$ cat config.mk
export PLATFORM = sky130hd
export DESIGN_NAME = aprc_ram
export DESIGN_NICKNAME = d
export VERILOG_FILES = /design/src/sv/aprc_ram.sv
export SDC_FILE = /design/constraint.sdc
export NUM_CORES = 2
export LEC_CHECK = 0
export BUFFER_PORTS_ARGS = -buffer_cell sky130_fd_sc_hd__buf_2
export CAP_MARGIN = 30
export CELL_PAD_IN_SITES_DETAIL_PLACEMENT = 0
export CELL_PAD_IN_SITES_GLOBAL_PLACEMENT = 2
export CORE_MARGIN = 4
export CORE_UTILIZATION = 51
export CTS_CLUSTER_DIAMETER = 100
export CTS_CLUSTER_SIZE = 12
export DETAILED_ROUTE_END_ITERATION = 10
export PLACE_DENSITY_LB_ADDON = 0.1
export RECOVER_POWER = 25
export SETUP_SLACK_MARGIN = 0.02
export SLEW_MARGIN = 20
export SYNTH_ARGS = -nofsm -noshare
export SYNTH_HDL_FRONTEND = slang
export SYNTH_SLANG_ARGS = --single-unit
$ cat constraint.sdc
create_clock -name clock -period 3.28 [get_ports clock]
set_clock_uncertainty 0.1 [all_clocks]
set_input_delay 0.656 -clock clock [delete_from_list [all_inputs] [get_ports clock]]
set_output_delay 0.656 -clock clock [all_outputs]
set_load 0.01 [all_outputs]
$ cat src/sv/aprc_ram.sv
// Generic single-port-write, single-port-read RAM with registered read data.
module aprc_ram #(
   parameter int WIDTH = 8,
   parameter int DEPTH = 256
) (
   input  logic                     clock,
   input  logic                     we,
   input  logic [$clog2(DEPTH)-1:0] waddr,
   input  logic [WIDTH-1:0]         wdata,
   input  logic [$clog2(DEPTH)-1:0] raddr,
   output logic [WIDTH-1:0]         rdata
);

   logic [WIDTH-1:0] mem [DEPTH];
   logic [WIDTH-1:0] rdata_ff;

   always_ff @(posedge clock) begin
      if (we) mem[waddr] <= wdata;
      rdata_ff <= mem[raddr];
   end

   assign rdata = rdata_ff;

endmodule

==> run_summary.xml <==
<?xml version="1.0" encoding="UTF-8"?>
<metrics>
  <group name="job">
    <metric name="max_cap_violations" unit="">10</metric>
  </group>
  <group name="logic_synthesis">
    <metric name="yosysUniqueCellTypes" unit="">55</metric>
    <metric name="synth_cells" unit="">3733</metric>
    <metric name="syn_avg_cell_area" unit="um^2">21.3</metric>
    <metric name="synth-edff-count" unit="">2048</metric>
    <metric name="synth_seq_area_share" unit="%">77.5</metric>
    <metric name="yosys_most_used_dff" unit="">sky130_fd_sc_hd__edfxtp_1</metric>
    <metric name="postSynth.asyncResetShare" unit="%">0</metric>
    <metric name="synth_warnings" unit="">0</metric>
    <metric name="synth_fp_nets" unit="">3759</metric>
    <metric name="synthesis.area" unit="um^2">79600</metric>
    <metric name="yosys_register_bits" unit="">2056</metric>
  </group>
  <group name="critical_path">
    <metric name="critical_path.endpoint_type" unit="">flop</metric>
    <metric name="required" unit="ns">3.84</metric>
    <metric name="timing_worst_setup_path_type" unit="">primary input to flop</metric>
    <metric name="worst_ep_arrival_time" unit="ns">3.65</metric>
    <metric name="timing.critical_path.from_type" unit="">primary input</metric>
    <metric name="worst-path-max-fanout" unit="">22</metric>
  </group>
  <group name="place">
    <metric name="place_worst_setup_slack" unit="ns">-0.901</metric>
    <metric name="count_of_input_and_output_buffers" unit="">33</metric>
    <metric name="finalWeightedCongestion" unit="">0.851</metric>
    <metric name="dpl.hpwl" unit="um">138000</metric>
    <metric name="placedInstanceArea" unit="um^2">86600</metric>
    <metric name="place_inst" unit="">6233</metric>
  </group>
  <group name="sta">
    <metric name="fmax" unit="GHz">0.324</metric>
    <metric name="timing.final.crit_period" unit="ns">3.09</metric>
    <metric name="finalSetupViolations" unit="">0</metric>
    <metric name="grt_setup_unrepaired" unit="">no</metric>
    <metric name="finalCritPeriodShare" unit="%">94.2</metric>
    <metric name="max_slew_margin" unit="%">-62.4</metric>
    <metric name="timing_hold_violations_final" unit="">0</metric>
    <metric name="setup_tns" unit="ns">0</metric>
    <metric name="timing_worst_slew_pin_value" unit="ns">2.44</metric>
    <metric name="timing_max_transition_violations_final" unit="">747</metric>
    <metric name="setup_slack" unit="ns">0.192</metric>
  </group>
  <group name="layout">
    <metric name="instances_no_fill" unit="">6500</metric>
    <metric name="final.fill_count" unit="">11100</metric>
    <metric name="final_area" unit="um^2">91600</metric>
    <metric name="register_area" unit="um^2">61700</metric>
    <metric name="area_growth_syn_to_layout" unit="%">15.1</metric>
    <metric name="fraction_of_layout_instances_using_a_drive_strength_above_1" unit="%">30.7</metric>
    <metric name="fin_nets" unit="">4407</metric>
    <metric name="multi_input_area" unit="um^2">16500</metric>
  </group>
  <group name="drt">
    <metric name="drc" unit="">0</metric>
    <metric name="totalWireLength" unit="um">208000</metric>
    <metric name="number_of_drc_markers_in_iteration_0" unit="">4557</metric>
    <metric name="detail_route.vias_per_cell" unit="">6.23</metric>
    <metric name="avgRoutedWirePerCell" unit="um">31.9</metric>
    <metric name="dr.pass1.iters" unit="">5</metric>
    <metric name="dr_total_vias" unit="">40500</metric>
    <metric name="ant_nets" unit="">0</metric>
  </group>
  <group name="grt">
    <metric name="first_global_vias" unit="">41100</metric>
    <metric name="antenna_found_initial" unit="">17</metric>
    <metric name="grt_max_degree" unit="">94</metric>
    <metric name="track_usage" unit="%">25.8</metric>
    <metric name="grt_overflow_total" unit="">0</metric>
    <metric name="first_pass_grt_wire_length" unit="um">299000</metric>
  </group>
  <group name="floorplanning">
    <metric name="core_region" unit="um^2">155000</metric>
    <metric name="floorplan.die.height" unit="um">403</metric>
    <metric name="design.portCount" unit="">34</metric>
    <metric name="floorplan.initialDensity" unit="%">51.5</metric>
    <metric name="die_area" unit="um^2">162000</metric>
    <metric name="site_row_count" unit="">144</metric>
    <metric name="chipWidth" unit="um">403</metric>
  </group>
  <group name="power">
    <metric name="clock_power_share" unit="%">37.8</metric>
    <metric name="combinationalPowerShare" unit="%">5.7</metric>
    <metric name="irDropWorstVdd" unit="mV">0.505</metric>
    <metric name="leakage" unit="nW">29.4</metric>
    <metric name="netSwitchingPower" unit="mW">10.7</metric>
    <metric name="swShare" unit="%">20.8</metric>
    <metric name="power_density" unit="nW/um^2">562</metric>
    <metric name="seqPwrFrac" unit="%">56.4</metric>
    <metric name="internal-power" unit="mW">40.7</metric>
    <metric name="fin_total_pwr" unit="mW">51.4</metric>
  </group>
  <group name="clock_tree">
    <metric name="cts.root.buffer_cell" unit="">sky130_fd_sc_hd__clkbuf_16</metric>
    <metric name="clkLatencyLatePin" unit="ns">0.82</metric>
    <metric name="cts-buffers-inserted" unit="">189</metric>
    <metric name="clock_tree.buffer_depth" unit="">3</metric>
    <metric name="numClockSinks" unit="">2056</metric>
    <metric name="path_clk_slew" unit="ns">0.06</metric>
    <metric name="deepest_level_of_the_cts_h_tree" unit="">4</metric>
    <metric name="cts-hold-fix-buffers" unit="">0</metric>
    <metric name="cts_tree" unit="">built</metric>
  </group>
  <group name="status">
    <metric name="violated_checks" unit="">capacitance limit, slew limit</metric>
    <metric name="run_status" unit="">finished, violations left</metric>
  </group>
  <group name="min_path">
    <metric name="hold_path_class" unit="">primary input to flop</metric>
  </group>
</metrics>
==> flip-flops by register name (all words and copies together), names as in the netlist <==
register	count
rdata	8
mem	2048
==> Yosys cell counts, drive strengths merged (4+ instances only) <==
cell	n	area share (%)
nor4	27	0.24
o211ai	10	0.094
and2	6	0.047
mux4	456	13
a22oi	133	1.3
nor2b	31	0.24
a2111oi	5	0.066
clkbuf	111	0.52
o22a	5	0.055
edfxtp	2048	77
nand4	10	0.079
nand2	33	0.16
o21ai	12	0.075
nor3	22	0.14
a21oi	96	0.60
a211oi	16	0.15
dfxtp	8	0.20
o221ai	47	0.53
a22o	8	0.088
o22ai	28	0.22
or2	4	0.031
buf	122	1.3
nand2b	8	0.063
mux2i	134	1.7
o32ai	5	0.064
a221oi	14	0.16
nor2	282	1.3
nand3	34	0.21
==> cell type report <==
cell class                      count  share of cell area (%)
Clock inverter                      8                  0.0847
Antenna cell                        8                  0.0219
Timing Repair Buffer              690                    6.22
Tap cell                         2044                    2.79
Inverter                            2                 0.00820
Multi-Input combinational cell   1442                    18.0
Sequential cell                  2056                    67.3
Clock buffer                      250                    5.53
==> cells in the final DEF, fill, tap and decap left out, types with 7 or more instances in the layout <==
master,netlist,final
sky130_fd_sc_hd__a211oi_1,16,16
sky130_fd_sc_hd__a21oi_1,96,96
sky130_fd_sc_hd__a221oi_1,13,13
sky130_fd_sc_hd__a22o_1,8,8
sky130_fd_sc_hd__a22oi_1,133,133
sky130_fd_sc_hd__buf_12,8,48
sky130_fd_sc_hd__buf_2,31,22
sky130_fd_sc_hd__buf_4,27,596
sky130_fd_sc_hd__clkbuf_1,111,59
sky130_fd_sc_hd__clkbuf_16,0,194
sky130_fd_sc_hd__clkbuf_2,0,15
sky130_fd_sc_hd__dfxtp_1,8,8
sky130_fd_sc_hd__diode_2,0,8
sky130_fd_sc_hd__edfxtp_1,2048,2048
sky130_fd_sc_hd__inv_6,0,7
sky130_fd_sc_hd__mux2i_1,134,134
sky130_fd_sc_hd__mux4_2,454,454
sky130_fd_sc_hd__nand2_1,33,33
sky130_fd_sc_hd__nand2b_1,8,8
sky130_fd_sc_hd__nand3_1,34,34
sky130_fd_sc_hd__nand4_1,10,10
sky130_fd_sc_hd__nor2_1,282,279
sky130_fd_sc_hd__nor2b_1,31,28
sky130_fd_sc_hd__nor3_1,22,21
sky130_fd_sc_hd__nor4_1,24,21
sky130_fd_sc_hd__o211ai_1,10,10
sky130_fd_sc_hd__o21ai_0,10,10
sky130_fd_sc_hd__o221ai_1,46,46
sky130_fd_sc_hd__o22ai_1,28,28
==> worst max-delay path, cell delays in order <==
cell	delay [ns]
sky130_fd_sc_hd__buf_8	0.24
sky130_fd_sc_hd__buf_4	0.46
sky130_fd_sc_hd__mux4_2	0.61
sky130_fd_sc_hd__a22o_1	0.28
sky130_fd_sc_hd__a221oi_1	0.49
sky130_fd_sc_hd__buf_4	0.23
sky130_fd_sc_hd__o32ai_1	0.11
sky130_fd_sc_hd__nor3_4	0.40
sky130_fd_sc_hd__nor4_1	0.12
==> kinds of logic (layout without fill, tap and decap cells) <==
logic type             Yosys count  in the layout  synth area share [%]
AOI/OAI and AO/OA              385            385                  3.42
buffers and inverters          235            950                  1.83
DFF                           2056           2056                  77.5
muxes                          591            591                  14.6
other                            0              8                     0
and+or+nand+nor                466            466                  2.63
==> layer usage <==
metal	wire [um]	part of all wire, %	global-route usage (%)
met5	13	0.0063	0
met1	85600	41	37.4
met3	16500	8.0	4.65
met4	5130	2.5	6.74
met2	100000	48	41.2
==> power by group through the flow <==
stage | sequential (mW) | clock, mW | combinational, mW
final | 29.0 | 19.5 | 2.94
after global routing | 29.0 | 20.9 | 3.11
after CTS | 29.0 | 19.9 | 2.99
after detailed placement | 29.6 | 0 | 2.99
after global placement | 29.6 | 0 | 2.93
after floorplan | 29.5 | 0 | 1.41
==> timing repair <==
action                                  4_1_cts  5_1_grt
setup buffers                                 0        0
pin swaps                                     0        0
resized for setup                             1        1
endpoints found under the setup margin        1        1
==> metrics by stage <==
| step | hold slack (ns) | util (%) |
|---|---|---|
| finish | 0.298 | 59.2 |
| global route | 0.305 | 59.2 |
| CTS | 0.150 | 59.4 |
| detailed placement | 0.958 | 56.0 |
| global placement | 1.01 | 56.0 |
| floorplan | 0.655 | - |
==> path summary, 6_finish.rpt <==
kind	startpoint	to	slack [ns]	depth (start not counted)
max	raddr[0]	rdata[3]	0.19	9
max reg2reg	mem[208][3]	rdata[3]	0.52	7
min	wdata[4]	mem[82][4]	0.30	1
min reg2reg	mem[40][3]	rdata[3]	0.99	7
No activity file was read; power rests on OpenSTA's default activity.
